--- src/sv/ebh_pkg.sv ---
// shared widths, defaults and the result record of the element header parser
// no dependencies
package ebh_pkg;

   localparam int ID_BITS      = 32;
   localparam int IDLEN_BITS   = 3;
   localparam int SIZE_BITS    = 56;
   localparam int SIZELEN_BITS = 4;
   localparam int END_BITS     = 57;

   localparam int OFFSET_BITS_DEF    = 48;
   localparam int MAX_ID_BYTES_DEF   = 4;
   localparam int MAX_SIZE_BYTES_DEF = 8;
   localparam int QUEUE_DEPTH        = 2;

   // one decoded header, as handed from the parser to the output side
   typedef struct packed {
      logic [ID_BITS-1:0]      element_id;
      logic [IDLEN_BITS-1:0]   id_length;
      logic [SIZE_BITS-1:0]    data_size;
      logic [SIZELEN_BITS-1:0] size_length;
      logic                    malformed;
   } ebh_rec_type;

endpackage

--- src/sv/ebh_if.sv ---
// valid/ready channel interfaces for header words in and decoded results out
// depends on ebh_pkg
interface ebh_req_if #(
   parameter int OFFSET_BITS = ebh_pkg::OFFSET_BITS_DEF
);
   logic                   valid;
   logic                   ready;
   logic [7:0]             header_byte;
   logic [OFFSET_BITS-1:0] element_start;

   modport source (output valid, header_byte, element_start, input ready);
   modport sink   (input valid, header_byte, element_start, output ready);
endinterface

interface ebh_rsp_if;
   logic                              valid;
   logic                              ready;
   logic [ebh_pkg::ID_BITS-1:0]       element_id;
   logic [ebh_pkg::IDLEN_BITS-1:0]    id_length;
   logic [ebh_pkg::SIZE_BITS-1:0]     data_size;
   logic [ebh_pkg::SIZELEN_BITS-1:0]  size_length;
   logic [ebh_pkg::END_BITS-1:0]      end_offset;
   logic                              malformed;

   modport source (output valid, element_id, id_length, data_size, size_length, end_offset,
                   malformed, input ready);
   modport sink   (input valid, element_id, id_length, data_size, size_length, end_offset,
                   malformed, output ready);
endinterface

--- src/sv/ebh_front.sv ---
// front end: takes header words, decodes the id and size vints, pushes records
// depends on ebh_pkg and ebh_if
module ebh_front #(
   parameter int OFFSET_BITS    = ebh_pkg::OFFSET_BITS_DEF,
   parameter int MAX_ID_BYTES   = ebh_pkg::MAX_ID_BYTES_DEF,
   parameter int MAX_SIZE_BYTES = ebh_pkg::MAX_SIZE_BYTES_DEF
) (
   input  logic                   clock,
   input  logic                   reset,
   ebh_req_if.sink                req_chan,
   input  logic                   q_full,
   output logic                   push,
   output ebh_pkg::ebh_rec_type   push_rec,
   output logic [OFFSET_BITS-1:0] push_start
);

   typedef enum logic [3:0] {
      PH_ID_FIRST = 4'b0001,
      PH_ID_MORE  = 4'b0010,
      PH_SZ_FIRST = 4'b0100,
      PH_SZ_MORE  = 4'b1000
   } phase_type;

   phase_type                           phase_ff, phase_in;
   logic [2:0]                          bytes_left_ff, bytes_left_in;
   logic [ebh_pkg::ID_BITS-1:0]         id_ff, id_in;
   logic [ebh_pkg::IDLEN_BITS-1:0]      id_len_ff, id_len_in;
   logic [ebh_pkg::SIZE_BITS-1:0]       size_ff, size_in;
   logic [ebh_pkg::SIZELEN_BITS-1:0]    size_len_ff, size_len_in;
   logic [OFFSET_BITS-1:0]              start_ff, start_in;

   logic       accept;
   logic [7:0] hb;
   logic [3:0] lz;
   logic [2:0] bl_dec;

   function automatic logic [3:0] lead_zeros(input logic [7:0] b);
      logic [3:0] n;
      n = 4'd8;
      for (int i = 0; i < 8; i++) begin
         if (b[i]) n = 4'(7 - i);
      end
      return n;
   endfunction

   assign req_chan.ready = !q_full;
   assign accept         = req_chan.valid && !q_full;
   assign hb             = req_chan.header_byte;
   assign lz             = lead_zeros(hb);
   assign bl_dec         = bytes_left_ff - 3'd1;
   assign push_start     = start_ff;

   always_comb begin
      phase_in      = phase_ff;
      bytes_left_in = bytes_left_ff;
      id_in         = id_ff;
      id_len_in     = id_len_ff;
      size_in       = size_ff;
      size_len_in   = size_len_ff;
      start_in      = start_ff;
      push          = 1'b0;
      push_rec      = '0;
      if (accept) begin
         unique case (phase_ff)
            PH_ID_FIRST: begin
               start_in = req_chan.element_start;
               if (lz >= 4'(MAX_ID_BYTES)) begin
                  // no marker in range: report the lone byte and start over
                  push                = 1'b1;
                  push_rec.element_id = ebh_pkg::ID_BITS'(hb);
                  push_rec.malformed  = 1'b1;
                  bytes_left_in       = 3'd0;
               end else begin
                  id_in         = ebh_pkg::ID_BITS'(hb);
                  id_len_in     = ebh_pkg::IDLEN_BITS'(lz + 4'd1);
                  bytes_left_in = lz[2:0];
                  phase_in      = (lz == 4'd0) ? PH_SZ_FIRST : PH_ID_MORE;
               end
            end
            PH_ID_MORE: begin
               id_in         = {id_ff[ebh_pkg::ID_BITS-9:0], hb};
               bytes_left_in = bl_dec;
               if (bl_dec == 3'd0) phase_in = PH_SZ_FIRST;
            end
            PH_SZ_FIRST: begin
               if (lz >= 4'(MAX_SIZE_BYTES)) begin
                  push                = 1'b1;
                  push_rec.element_id = id_ff;
                  push_rec.id_length  = id_len_ff;
                  push_rec.malformed  = 1'b1;
                  bytes_left_in       = 3'd0;
                  phase_in            = PH_ID_FIRST;
               end else begin
                  // drop the marker bit
                  size_in       = ebh_pkg::SIZE_BITS'(hb & (8'h7f >> lz));
                  size_len_in   = ebh_pkg::SIZELEN_BITS'(lz + 4'd1);
                  bytes_left_in = lz[2:0];
                  if (lz != 4'd0) begin
                     phase_in = PH_SZ_MORE;
                  end else begin
                     push                 = 1'b1;
                     push_rec.element_id  = id_ff;
                     push_rec.id_length   = id_len_ff;
                     push_rec.data_size   = ebh_pkg::SIZE_BITS'(hb & 8'h7f);
                     push_rec.size_length = ebh_pkg::SIZELEN_BITS'(1);
                     bytes_left_in        = 3'd0;
                     phase_in             = PH_ID_FIRST;
                  end
               end
            end
            PH_SZ_MORE: begin
               size_in       = {size_ff[ebh_pkg::SIZE_BITS-9:0], hb};
               bytes_left_in = bl_dec;
               if (bl_dec == 3'd0) begin
                  push                 = 1'b1;
                  push_rec.element_id  = id_ff;
                  push_rec.id_length   = id_len_ff;
                  push_rec.data_size   = size_in;
                  push_rec.size_length = size_len_ff;
                  phase_in             = PH_ID_FIRST;
               end
            end
            default: begin
               phase_in      = PH_ID_FIRST;
               bytes_left_in = 3'd0;
            end
         endcase
      end
   end

   always_ff @(posedge clock) begin
      if (reset) begin
         phase_ff      <= PH_ID_FIRST;
         bytes_left_ff <= 3'd0;
      end else begin
         phase_ff      <= phase_in;
         bytes_left_ff <= bytes_left_in;
      end
   end

   always_ff @(posedge clock) begin
      id_ff       <= id_in;
      id_len_ff   <= id_len_in;
      size_ff     <= size_in;
      size_len_ff <= size_len_in;
      start_ff    <= start_in;
   end

endmodule

--- src/sv/ebh_queue.sv ---
// short record queue between the decoder and the output side
// depends on ebh_pkg
module ebh_queue #(
   parameter int OFFSET_BITS = ebh_pkg::OFFSET_BITS_DEF,
   parameter int DEPTH       = ebh_pkg::QUEUE_DEPTH
) (
   input  logic                   clock,
   input  logic                   reset,
   input  logic                   push,
   input  ebh_pkg::ebh_rec_type   push_rec,
   input  logic [OFFSET_BITS-1:0] push_start,
   output logic                   full,
   input  logic                   pop,
   output logic                   head_valid,
   output ebh_pkg::ebh_rec_type   head_rec,
   output logic [OFFSET_BITS-1:0] head_start
);

   localparam int PW = (DEPTH > 1) ? $clog2(DEPTH) : 1;
   localparam int CW = $clog2(DEPTH + 1);

   ebh_pkg::ebh_rec_type   rec_mem [DEPTH];
   logic [OFFSET_BITS-1:0] start_mem [DEPTH];

   logic [PW-1:0] wr_ptr_ff, wr_ptr_in;
   logic [PW-1:0] rd_ptr_ff, rd_ptr_in;
   logic [CW-1:0] count_ff, count_in;

   function automatic logic [PW-1:0] next_ptr(input logic [PW-1:0] p);
      return (p == PW'(DEPTH - 1)) ? '0 : p + PW'(1);
   endfunction

   assign full       = (count_ff == CW'(DEPTH));
   assign head_valid = (count_ff != '0);
   assign head_rec   = rec_mem[rd_ptr_ff];
   assign head_start = start_mem[rd_ptr_ff];

   always_comb begin
      wr_ptr_in = push ? next_ptr(wr_ptr_ff) : wr_ptr_ff;
      rd_ptr_in = pop  ? next_ptr(rd_ptr_ff) : rd_ptr_ff;
      count_in  = count_ff;
      if (push && !pop) count_in = count_ff + CW'(1);
      if (pop && !push) count_in = count_ff - CW'(1);
   end

   always_ff @(posedge clock) begin
      if (reset) begin
         wr_ptr_ff <= '0;
         rd_ptr_ff <= '0;
         count_ff  <= '0;
      end else begin
         wr_ptr_ff <= wr_ptr_in;
         rd_ptr_ff <= rd_ptr_in;
         count_ff  <= count_in;
      end
   end

   always_ff @(posedge clock) begin
      if (push) begin
         rec_mem[wr_ptr_ff]   <= push_rec;
         start_mem[wr_ptr_ff] <= push_start;
      end
   end

endmodule

--- src/sv/ebh_back.sv ---
// back end: end offset sum and the result output register
// depends on ebh_pkg and ebh_if
module ebh_back #(
   parameter int OFFSET_BITS = ebh_pkg::OFFSET_BITS_DEF
) (
   input  logic                   clock,
   input  logic                   reset,
   input  logic                   head_valid,
   input  ebh_pkg::ebh_rec_type   head_rec,
   input  logic [OFFSET_BITS-1:0] head_start,
   output logic                   pop,
   ebh_rsp_if.source              rsp_chan
);

   localparam int EB = ebh_pkg::END_BITS;
   localparam int SB = (OFFSET_BITS < EB) ? OFFSET_BITS : EB;

   logic                 valid_ff, valid_in;
   ebh_pkg::ebh_rec_type rec_ff;
   logic [EB-1:0]        end_ff, end_in;

   assign pop = head_valid && (!valid_ff || rsp_chan.ready);

   always_comb begin
      valid_in = valid_ff;
      if (pop) valid_in = 1'b1;
      else if (rsp_chan.ready) valid_in = 1'b0;
      // malformed records report a zero end offset
      end_in = '0;
      if (!head_rec.malformed) begin
         end_in = EB'(head_start[SB-1:0]) + EB'(head_rec.id_length)
                + EB'(head_rec.size_length) + EB'(head_rec.data_size);
      end
   end

   always_ff @(posedge clock) begin
      if (reset) begin
         valid_ff <= 1'b0;
      end else begin
         valid_ff <= valid_in;
      end
   end

   always_ff @(posedge clock) begin
      if (pop) begin
         rec_ff <= head_rec;
         end_ff <= end_in;
      end
   end

   assign rsp_chan.valid       = valid_ff;
   assign rsp_chan.element_id  = rec_ff.element_id;
   assign rsp_chan.id_length   = rec_ff.id_length;
   assign rsp_chan.data_size   = rec_ff.data_size;
   assign rsp_chan.size_length = rec_ff.size_length;
   assign rsp_chan.end_offset  = end_ff;
   assign rsp_chan.malformed   = rec_ff.malformed;

endmodule

--- src/sv/ebml_element_header_parser_top.sv ---
// a result is written into the record queue and then into the output register before it is valid on rsp_chan
// throughput: one header word per cycle; req_chan.ready drops only while the
// two-entry record queue is full, which the output register keeps from happening
// unless rsp_chan.ready is held low
// reset: synchronous, clears the decoder phase, the queue and the output valid
module ebml_element_header_parser_top #(
   parameter int OFFSET_BITS    = ebh_pkg::OFFSET_BITS_DEF,
   parameter int MAX_ID_BYTES   = ebh_pkg::MAX_ID_BYTES_DEF,
   parameter int MAX_SIZE_BYTES = ebh_pkg::MAX_SIZE_BYTES_DEF
) (
   input  logic      clock,
   input  logic      reset,
   ebh_req_if.sink   req_chan,
   ebh_rsp_if.source rsp_chan
);

   logic                   q_full;
   logic                   push;
   ebh_pkg::ebh_rec_type   push_rec;
   logic [OFFSET_BITS-1:0] push_start;
   logic                   pop;
   logic                   head_valid;
   ebh_pkg::ebh_rec_type   head_rec;
   logic [OFFSET_BITS-1:0] head_start;

   ebh_front #(
      .OFFSET_BITS   (OFFSET_BITS),
      .MAX_ID_BYTES  (MAX_ID_BYTES),
      .MAX_SIZE_BYTES(MAX_SIZE_BYTES)
   ) u_front (
      .clock     (clock),
      .reset     (reset),
      .req_chan  (req_chan),
      .q_full    (q_full),
      .push      (push),
      .push_rec  (push_rec),
      .push_start(push_start)
   );

   ebh_queue #(
      .OFFSET_BITS(OFFSET_BITS),
      .DEPTH      (ebh_pkg::QUEUE_DEPTH)
   ) u_queue (
      .clock     (clock),
      .reset     (reset),
      .push      (push),
      .push_rec  (push_rec),
      .push_start(push_start),
      .full      (q_full),
      .pop       (pop),
      .head_valid(head_valid),
      .head_rec  (head_rec),
      .head_start(head_start)
   );

   ebh_back #(
      .OFFSET_BITS(OFFSET_BITS)
   ) u_back (
      .clock     (clock),
      .reset     (reset),
      .head_valid(head_valid),
      .head_rec  (head_rec),
      .head_start(head_start),
      .pop       (pop),
      .rsp_chan  (rsp_chan)
   );

endmodule

--- src/flat_wrapper.sv ---
// flat-port wrapper written by rule: the top's interface ports become plain ports
module ebml_element_header_parser_top_flat 
#(
   parameter int OFFSET_BITS    = ebh_pkg::OFFSET_BITS_DEF,
   parameter int MAX_ID_BYTES   = ebh_pkg::MAX_ID_BYTES_DEF,
   parameter int MAX_SIZE_BYTES = ebh_pkg::MAX_SIZE_BYTES_DEF
)
  (clock, reset, req_chan_valid, req_chan_header_byte, req_chan_element_start, req_chan_ready, rsp_chan_valid, rsp_chan_element_id, rsp_chan_id_length, rsp_chan_data_size, rsp_chan_size_length, rsp_chan_end_offset, rsp_chan_malformed, rsp_chan_ready);
  ebh_req_if #(.OFFSET_BITS(OFFSET_BITS)) req_chan_i ();
  ebh_rsp_if rsp_chan_i ();
  input  logic clock;
  input  logic reset;
  input wire logic [$bits(req_chan_i.valid)-1:0] req_chan_valid;
  input wire logic [$bits(req_chan_i.header_byte)-1:0] req_chan_header_byte;
  input wire logic [$bits(req_chan_i.element_start)-1:0] req_chan_element_start;
  output wire logic [$bits(req_chan_i.ready)-1:0] req_chan_ready;
  output wire logic [$bits(rsp_chan_i.valid)-1:0] rsp_chan_valid;
  output wire logic [$bits(rsp_chan_i.element_id)-1:0] rsp_chan_element_id;
  output wire logic [$bits(rsp_chan_i.id_length)-1:0] rsp_chan_id_length;
  output wire logic [$bits(rsp_chan_i.data_size)-1:0] rsp_chan_data_size;
  output wire logic [$bits(rsp_chan_i.size_length)-1:0] rsp_chan_size_length;
  output wire logic [$bits(rsp_chan_i.end_offset)-1:0] rsp_chan_end_offset;
  output wire logic [$bits(rsp_chan_i.malformed)-1:0] rsp_chan_malformed;
  input wire logic [$bits(rsp_chan_i.ready)-1:0] rsp_chan_ready;
  assign req_chan_i.valid = req_chan_valid;
  assign req_chan_i.header_byte = req_chan_header_byte;
  assign req_chan_i.element_start = req_chan_element_start;
  assign req_chan_ready = req_chan_i.ready;
  assign rsp_chan_valid = rsp_chan_i.valid;
  assign rsp_chan_element_id = rsp_chan_i.element_id;
  assign rsp_chan_id_length = rsp_chan_i.id_length;
  assign rsp_chan_data_size = rsp_chan_i.data_size;
  assign rsp_chan_size_length = rsp_chan_i.size_length;
  assign rsp_chan_end_offset = rsp_chan_i.end_offset;
  assign rsp_chan_malformed = rsp_chan_i.malformed;
  assign rsp_chan_i.ready = rsp_chan_ready;
  ebml_element_header_parser_top #(.OFFSET_BITS(OFFSET_BITS), .MAX_ID_BYTES(MAX_ID_BYTES), .MAX_SIZE_BYTES(MAX_SIZE_BYTES)) u_core (.clock(clock), .reset(reset), .req_chan(req_chan_i), .rsp_chan(rsp_chan_i));
endmodule
--- config.mk ---
export PLATFORM = sky130hd
export DESIGN_NAME = ebml_element_header_parser_top_flat
export DESIGN_NICKNAME = d
export VERILOG_FILES = /design/src/sv/ebh_pkg.sv /design/src/sv/ebh_if.sv /design/src/sv/ebh_front.sv /design/src/sv/ebh_queue.sv /design/src/sv/ebh_back.sv /design/src/sv/ebml_element_header_parser_top.sv /design/src/flat_wrapper.sv
export SDC_FILE = /design/constraint.sdc
export NUM_CORES = 1
export LEC_CHECK = 0
export BUFFER_PORTS_ARGS = -buffer_cell sky130_fd_sc_hd__buf_2
export CAP_MARGIN = 20
export CORE_ASPECT_RATIO = 1.2
export CORE_MARGIN = 2
export CORE_UTILIZATION = 38
export CTS_CLUSTER_DIAMETER = 50
export CTS_CLUSTER_SIZE = 16
export DETAILED_ROUTE_END_ITERATION = 12
export GPL_ROUTABILITY_DRIVEN = 1
export PLACE_DENSITY_LB_ADDON = 0.2
export SLEW_MARGIN = 20
export SYNTH_ARGS = -nofsm -noshare
export SYNTH_HDL_FRONTEND = slang
export SYNTH_HIERARCHICAL = 1
export SYNTH_SLANG_ARGS = --single-unit
--- constraint.sdc ---
create_clock -name clock -period 35.1 [get_ports clock]
set_input_delay 7.02 -clock clock [delete_from_list [all_inputs] [get_ports clock]]
set_output_delay 7.02 -clock clock [all_outputs]
set_load 0.02 [all_outputs]
==> results of run 1 <==
flip-flops by register name (all words and copies together) (netlist names), 4 cells and up, named ones only:
signal                              count
u_core/u_back/rsp_chan.size_length      4
u_core/u_front/size_ff                 48
u_core/u_back/rsp_chan.end_offset      57
u_core/u_front/id_ff                   32
u_core/u_front/phase_ff                 4
u_core/u_back/rsp_chan.element_id      32
u_core/u_front/push_start              48
u_core/u_back/rsp_chan.data_size       56
u_core/u_queue/start_mem               96
u_core/u_queue/rec_mem                192
u_core/u_front/size_len_ff              4
cells in the mapped netlist, types with 13 or more instances:
master | number | share of area [%]
sky130_fd_sc_hd__xnor2_1 | 65 | 2.2
sky130_fd_sc_hd__mux2_2 | 85 | 3.6
sky130_fd_sc_hd__o21ai_0 | 36 | 0.68
sky130_fd_sc_hd__nand3_1 | 34 | 0.65
sky130_fd_sc_hd__clkbuf_1 | 25 | 0.36
sky130_fd_sc_hd__nand4_1 | 16 | 0.38
sky130_fd_sc_hd__nor2_1 | 109 | 1.6
sky130_fd_sc_hd__and2_1 | 148 | 3.5
sky130_fd_sc_hd__ha_1 | 103 | 4.9
sky130_fd_sc_hd__mux2_4 | 60 | 3.4
sky130_fd_sc_hd__dfxtp_1 | 13 | 0.99
sky130_fd_sc_hd__edfxtp_1 | 576 | 66
sky130_fd_sc_hd__buf_2 | 26 | 0.49
sky130_fd_sc_hd__nand2_1 | 67 | 0.95
sky130_fd_sc_hd__a21oi_1 | 68 | 1.3
sky130_fd_sc_hd__xor2_1 | 34 | 1.1
sky130_fd_sc_hd__inv_1 | 29 | 0.41
sky130_fd_sc_hd__and3_1 | 25 | 0.59
sky130_fd_sc_hd__a21o_1 | 31 | 0.88
sky130_fd_sc_hd__nor2b_1 | 13 | 0.31
metrics by stage:
stage / setup slack, ns / area [µm²] / utilization (%)
2_1_floorplan: 14.65 / 26400 / -
3_3_place_gp: 23.95 / 28400 / 41.4
3_5_place_dp: 23.92 / 28400 / 41.5
4_1_cts: 24.58 / 30400 / 44.5
5_1_grt: 24.49 / 30500 / 44.5
6_report: 24.81 / 30500 / 44.5
kinds of logic (layout without fill, tap and decap cells):
| logic type | Yosys count | after routing | synth area share, % |
|---|---|---|---|
| multiplexers | 150 | 150 | 7.25 |
| AND/OR/NAND/NOR | 477 | 477 | 9.90 |
| buffers and inverters | 98 | 370 | 1.90 |
| adder cells (fa/ha/maj) | 109 | 109 | 5.35 |
| XOR/XNOR | 99 | 99 | 3.29 |
| AO/OA/AOI/OAI | 221 | 221 | 5.69 |
| flip-flops | 589 | 589 | 66.6 |
where the power goes:
part / internal (W) / switching (W) / total, W
Sequential: 0.000892 / 0.0000379 / 0.000929
Clock: 0.000354 / 0.000289 / 0.000643
Combinational: 0.000243 / 0.000430 / 0.000673
Total: 0.00149 / 0.000756 / 0.00225
layout make-up:
type | instances | area [µm²] | area share [%]
flip-flops and latches | 589 | 17600 | 57.6
multi-input cells | 1056 | 8370 | 27.5
clock buffers | 67 | 1530 | 5.01
repair buffers | 229 | 1270 | 4.18
well taps | 909 | 1140 | 3.73
clock inverters | 43 | 487 | 1.60
inverters | 31 | 116 | 0.382
final timing paths:
path                                           endpoint  slack (ns)                          from
setup / recovery        u_core/u_queue/start_mem[0][47]       24.81       req_chan_header_byte[0]
hold / removal           u_core/u_queue/start_mem[1][3]        0.44  u_core/u_front/push_start[3]
hold reg to reg          u_core/u_queue/start_mem[1][3]        0.44  u_core/u_front/push_start[3]
setup reg to reg  u_core/u_back/rsp_chan.end_offset[48]       27.92                          flop
per-layer routing:
layer,wire length (µm),GRT usage [%],up-vias
li1,-,-,6991
met2,29900,28.7,343
met5,0,0,-
met1,26000,21.3,7179
met4,1610,5.28,0
met3,2680,2.77,90
==> summary.txt, run 1 <==
CRITICAL PATH
-----------------------------------------------------------------------------------------------
Endpoint class of the critical path                                                        flop
Worst path max stage delay                                                              0.87 ns
Master of the slowest instance on the critical path                                sky130_fd_sc_hd__buf_4
Ordered cell list for the critical path                                            buf_2, nor2b_1, o21bai_1, a221o_1, ha_1, nand3_1, a31oi_1, inv_1, nor2_4, buf_6, buf_4
Arrival time at the worst endpoint                                                     10.53 ns
Family with the most delay on the worst path                                       buffers and inverters
Type of the worst setup path                                                       input port to flop
Count of cells along the worst register-to-register path                                     20
Largest fanout of any net on the critical path                                               76
Stages on the worst setup path                                                               11
Buffer and inverter count on the worst path                                                   4
WP data required                                                                       35.33 ns
Crit path launch type                                                                input port

MIN PATH
-----------------------------------------------------------------------------------------------
Hold depth                                                                                    0
Hold/Removal Path Class                                                            flop to flop

CELLS AND AREA
-----------------------------------------------------------------------------------------------
Layout Nets                                                                                2135
Post-synthesis to final-layout area growth                                                15.6%
Number of standard cells in the final layout excluding fillers                             2924
Ratio of cells with drive above 1 in the final layout                                     26.0%
Total inserted antenna cells                                                                  0
Most common cell after layout, fill and taps aside                                 sky130_fd_sc_hd__edfxtp_1
Commonest non-fill, non-tap cells in the layout                                    sky130_fd_sc_hd__edfxtp_1, sky130_fd_sc_hd__buf_2, sky130_fd_sc_hd__and2_1, sky130_fd_sc_hd__nor2_1, sky130_fd_sc_hd__ha_1
Number of fillers in the final layout                                                      6135

PLACED DESIGN
-----------------------------------------------------------------------------------------------
Count of placed standard cells including taps                                              2813
Routability cong.                                                                         0.832
Input/output buffers                                                                        214
Detailed placer's ending HPWL                                                          41400 µm

SYNTH
-----------------------------------------------------------------------------------------------
Share of the yosys chip area belonging to registers                                       66.6%
Number of distinct library cells after synthesis                                             82
Total of flip-flops plus latches after synthesis                                            589
Yosys warning total                                                                           6
Number of standard cells after synthesis                                                   1743
Post-synthesis net count                                                                   1912
EDFF count, synth                                                                           576
Avg Synthesized Cell Area                                                              15.1 µm²
Fraction of registers with async set/reset                                                   0%
Flip-flop cell with the highest count after synthesis                              sky130_fd_sc_hd__edfxtp_1
Post-synthesis instance area                                                          26400 µm²

DIE
-----------------------------------------------------------------------------------------------
Site Rows                                                                                   105
Core area                                                                             68400 µm²
Chip Height                                                                              292 µm
Number of top-level pins                                                                    215
Chip width                                                                               244 µm
Initial core utilization                                                                  38.5%
Die area                                                                              71500 µm²

PWR
-----------------------------------------------------------------------------------------------
Power per cell area                                                                 73.7 nW/µm²
Peak VDD IR                                                                          0.000134 V
Power, Total                                                                          0.00225 W
P_leak                                                                                  11.2 nW

GLOBAL ROUTING
-----------------------------------------------------------------------------------------------
Antenna violations before repair                                                              0
Overflow left after global routing                                                            0
Gr usage total                                                                            16.6%
Global-route wire length before repair                                                 90200 µm
Largest net degree at the start of global routing                                           156
Number of global-route vias before repair                                                 15.1k

ROUTING
-----------------------------------------------------------------------------------------------
DRT Pass-1 Iters                                                                              5
Number of DRC violations after detailed-routing iteration 0                                 807
Routed WL                                                                              60200 µm
Vias                                                                                      14.6k
Average detailed-routed wire length per instance                                        20.6 µm
Number of nets with antenna violations after routing                                          0
Vias per inst                                                                              4.99
Remaining DRCs                                                                                0

TIMING
-----------------------------------------------------------------------------------------------
Final worst-path cycle share                                                              29.3%
Achievable frequency                                                                 0.0971 GHz
Slew at the pin with the worst max-slew slack                                          0.969 ns
Final hold violation count                                                                    0
Period minus WS final                                                                  10.29 ns
Worst slew slack as a fraction of its limit                                               34.8%
Slew Limit Fails                                                                              0
Finish-stage setup viols                                                                      0
Clock tree skew after final layout                                                    0.0256 ns
Tightest hold margin                                                                   0.438 ns
Setup repair after global routing missed its margin                                       false
Setup TNS                                                                                  0 ns

CLOCKING
-----------------------------------------------------------------------------------------------
Clock buffer depth                                                                            3
Clock input transition at the sequential cells of the worst setup and hold paths        0.07 ns
Clock tree root buffer cell                                                        sky130_fd_sc_hd__clkbuf_16
Cts hold-fix bufs                                                                             0
H-tree levels                                                                                 2
CTS Buf Count                                                                                59
Later-pin clock latency in the skew report                                              0.63 ns
Clock tree from TritonCTS                                                                   yes
Number of clock sinks seen by CTS                                                           589
Post-CTS Setup Inserts                                                                        0
Quantity of gates resized following cts                                                       0

STATUS
-----------------------------------------------------------------------------------------------
Status                                                                             finished clean

FLOW RUN
-----------------------------------------------------------------------------------------------
Maxcap violations                                                                             0

Note: power is estimated with default switching activity, not from simulation.
==> inputs of run 2 (changes only) <==
--- a/config.mk
+++ b/config.mk
@@ -5,6 +5,7 @@
 export SDC_FILE = /design/constraint.sdc
 export NUM_CORES = 1
 export LEC_CHECK = 0
+export ABC_AREA = 1
 export BUFFER_PORTS_ARGS = -buffer_cell sky130_fd_sc_hd__buf_2
 export CAP_MARGIN = 20
 export CORE_ASPECT_RATIO = 1.2
==> constraint.sdc (replaced) <==
create_clock -name clock -period 10.2 [get_ports clock]
set_input_delay 2.04 -clock clock [delete_from_list [all_inputs] [get_ports clock]]
set_output_delay 2.04 -clock clock [all_outputs]
set_load 0.02 [all_outputs]
==> summary.txt, run 2 <==
TIMING
-----------------------------------------------------------------------------------------------
Achievable frequency                                                                  0.158 GHz
Slew Limit Fails                                                                              0
Clock tree skew after final layout                                                    0.0286 ns
Finish-stage setup viols                                                                      0
Period minus WS final                                                                   6.33 ns
Tightest hold margin                                                                   0.447 ns
Final hold violation count                                                                    0
Setup TNS                                                                                  0 ns
Worst slew slack as a fraction of its limit                                               18.8%
Final worst-path cycle share                                                              62.1%
Slew at the pin with the worst max-slew slack                                           1.21 ns
Setup repair after global routing missed its margin                                       false

SYNTH
-----------------------------------------------------------------------------------------------
Cell with the most instances after synthesis                                       sky130_fd_sc_hd__nand2_1
Total of flip-flops plus latches after synthesis                                            589
Post-synthesis net count                                                                   2784
Avg Synthesized Cell Area                                                              11.0 µm²
EDFF count, synth                                                                           576
Cell type with the highest aggregate area in the netlist                           sky130_fd_sc_hd__edfxtp_1
Fraction of registers with async set/reset                                                   0%
Largest cells by area after synthesis                                              sky130_fd_sc_hd__edfxtp_1, sky130_fd_sc_hd__nand2_1, sky130_fd_sc_hd__inv_1
Number of distinct library cells after synthesis                                             54
Post-synth top cells                                                               sky130_fd_sc_hd__nand2_1, sky130_fd_sc_hd__edfxtp_1, sky130_fd_sc_hd__inv_1
Yosys warning total                                                                           6
Share of the yosys chip area belonging to registers                                       60.9%
Number of standard cells after synthesis                                                   2615
Area share of the largest cell type after synthesis                                       60.0%
Post-synthesis instance area                                                          28800 µm²
Flip-flop cell with the highest count after synthesis                              sky130_fd_sc_hd__edfxtp_1

CRITICAL PATH
-----------------------------------------------------------------------------------------------
WP data required                                                                       10.57 ns
Largest fanout of any net on the critical path                                               55
Crit path launch type                                                                      flop
Endpoint class of the critical path                                                        flop
Type of the worst setup path                                                       flop to flop
Arrival time at the worst endpoint                                                      6.71 ns

CLOCKING
-----------------------------------------------------------------------------------------------
Post-CTS Setup Inserts                                                                        0
Quantity of gates resized following cts                                                       0
H-tree levels                                                                                 2
Clock tree root buffer cell                                                        sky130_fd_sc_hd__clkbuf_16
Clock buffer depth                                                                            3
Clock input transition at the sequential cells of the worst setup and hold paths        0.06 ns
Cts hold-fix bufs                                                                             0
Later-pin clock latency in the skew report                                              0.63 ns
Clock tree from TritonCTS                                                                   yes
Number of clock sinks seen by CTS                                                           589
CTS Buf Count                                                                                56

CELLS AND AREA
-----------------------------------------------------------------------------------------------
Number of standard cells in the final layout excluding fillers                             3900
Layout Nets                                                                                3024
Commonest non-fill, non-tap cells in the layout                                    sky130_fd_sc_hd__nand2_1, sky130_fd_sc_hd__edfxtp_1, sky130_fd_sc_hd__inv_1, sky130_fd_sc_hd__nor2_1, sky130_fd_sc_hd__buf_2
Number of fillers in the final layout                                                      7095
Most common cell after layout, fill and taps aside                                 sky130_fd_sc_hd__nand2_1
Ratio of cells with drive above 1 in the final layout                                     20.2%
Largest register FFs                                                                        192
Top reg by flops                                                                   u_core/u_queue/rec_mem
Design area                                                                           32900 µm²
Total inserted antenna cells                                                                  0
Multi-input gate area                                                                  9420 µm²
Area occupied by registers                                                            17600 µm²
Post-synthesis to final-layout area growth                                                14.1%

PWR
-----------------------------------------------------------------------------------------------
Power, Total                                                                           0.0105 W
P_leak                                                                                  13.6 nW
Peak VDD IR                                                                          0.000150 V
Power per cell area                                                                  318 nW/µm²

DIE
-----------------------------------------------------------------------------------------------
Core area                                                                             75000 µm²
Site Rows                                                                                   110
Die area                                                                              78100 µm²
Chip Height                                                                              306 µm
Chip width                                                                               255 µm
Number of top-level pins                                                                    215
Initial core utilization                                                                  38.4%

ROUTING
-----------------------------------------------------------------------------------------------
Routed WL                                                                              80400 µm
Vias                                                                                      18.7k
DRT Pass-1 Iters                                                                              6
Vias per inst                                                                              4.80
Number of DRC violations after detailed-routing iteration 0                                1374
Average detailed-routed wire length per instance                                        20.6 µm
Number of nets with antenna violations after routing                                          0
Remaining DRCs                                                                                0

PLACED DESIGN
-----------------------------------------------------------------------------------------------
Input/output buffers                                                                        214
Detailed placer's ending HPWL                                                          61600 µm
Routability cong.                                                                         0.974
Count of placed standard cells including taps                                              3804
Cell area after placement                                                             31000 µm²

GLOBAL ROUTING
-----------------------------------------------------------------------------------------------
Number of global-route vias before repair                                                 19.2k
Largest net degree at the start of global routing                                            92
Gr usage total                                                                            20.6%
Antenna violations before repair                                                              0
Overflow left after global routing                                                            0
Global-route wire length before repair                                                120000 µm

FLOW RUN
-----------------------------------------------------------------------------------------------
Maxcap violations                                                                             0

MIN PATH
-----------------------------------------------------------------------------------------------
Hold/Removal Path Class                                                            flop to flop

STATUS
-----------------------------------------------------------------------------------------------
Status                                                                             finished clean

run 2: cell count changes in the layout (fill, tap and decap cells not counted), moves of 17 or more:
| cell | previous run | this run |
|---|---|---|
| sky130_fd_sc_hd__nor3_1 | 11 | 57 |
| sky130_fd_sc_hd__nor3_2 | 0 | 24 |
| sky130_fd_sc_hd__a21oi_1 | 66 | 83 |
| sky130_fd_sc_hd__and2_1 | 147 | 3 |
| sky130_fd_sc_hd__and3_1 | 25 | 1 |
| sky130_fd_sc_hd__a21o_1 | 31 | 1 |
| sky130_fd_sc_hd__nand3_1 | 34 | 66 |
| sky130_fd_sc_hd__nand2_1 | 67 | 577 |
| sky130_fd_sc_hd__xnor2_1 | 65 | 21 |
| sky130_fd_sc_hd__nor2_2 | 2 | 26 |
| sky130_fd_sc_hd__nor2_1 | 106 | 283 |
| sky130_fd_sc_hd__inv_1 | 29 | 411 |
run 2: kinds of logic after synthesis:
group	after synthesis	synth area share, %
xor gates and xnor gates	47	1.43
and+or+nand+nor	1113	17.2
muxes	144	6.41
adders and majority gates	109	4.89
DFF	589	60.9
buffers and inverters	471	6.54
AOI/OAI and AO/OA	142	2.66
run 2: area by class of cell:
| cell class | count | area share (%) |
|---|---|---|
| Timing Repair Buffer | 228 | 3.64 |
| Clock inverter | 37 | 1.38 |
| Tap cell | 1008 | 3.83 |
| Inverter | 425 | 4.86 |
| Clock buffer | 58 | 4.28 |
| Sequential cell | 589 | 53.4 |
| Multi-Input combinational cell | 1555 | 28.6 |
run 2: worst max-delay path: stages (launching register included):
cell	delay [ns]
sky130_fd_sc_hd__dfxtp_4	0.83
sky130_fd_sc_hd__buf_4	0.80
sky130_fd_sc_hd__mux2_4	0.30
sky130_fd_sc_hd__inv_1	0.05
sky130_fd_sc_hd__fa_1	0.44
sky130_fd_sc_hd__nor2_2	0.13
sky130_fd_sc_hd__nor2_2	0.07
sky130_fd_sc_hd__nor2_4	0.11
sky130_fd_sc_hd__nand2_2	0.10
sky130_fd_sc_hd__inv_2	0.11
sky130_fd_sc_hd__nand4_1	0.14
sky130_fd_sc_hd__nor4_1	0.94
sky130_fd_sc_hd__ha_1	0.41
sky130_fd_sc_hd__ha_1	0.42
sky130_fd_sc_hd__nand2_1	0.13
sky130_fd_sc_hd__nor2_2	0.19
sky130_fd_sc_hd__inv_1	0.08
sky130_fd_sc_hd__nor3_1	0.25
sky130_fd_sc_hd__and3_1	0.21
sky130_fd_sc_hd__nand2_1	0.07
sky130_fd_sc_hd__a21oi_1	0.17
sky130_fd_sc_hd__nor2_1	0.07
run 2: power breakdown:
part           total (W)  switching (W)  internal, W
Combinational    0.00489        0.00344      0.00145
Sequential       0.00348       0.000162      0.00332
Clock            0.00211       0.000970      0.00114
Total             0.0105        0.00457      0.00590
run 2: per-stage QoR:
stage	util, %	worst slack (ns)
global route	43.9	3.42
detailed placement	41.3	3.88
global placement	41.3	3.90
CTS	43.8	3.83
floorplan	-	0.188
finish	43.9	3.87
run 2: final timing paths:
path | start | end | slack, ns | depth (start not counted)
setup / recovery | flop | u_core/u_back/rsp_chan.end_offset[51] | 3.87 | 21
hold / removal | u_core/u_front/push_start[34] | u_core/u_queue/start_mem[1][34] | 0.45 | 0
setup reg to reg | flop | u_core/u_back/rsp_chan.end_offset[51] | 3.87 | 21
hold reg to reg | u_core/u_front/push_start[34] | u_core/u_queue/start_mem[1][34] | 0.45 | 0
run 2: routing by layer:
metal  up-vias  global-route usage (%)  wire length (µm)
li1       9142                       -                 -
met1      8981                    26.1             34000
met2       494                    36.1             40100
met3       118                    2.35              3270
met4         0                    7.55              3010
met5         -                       0                 0
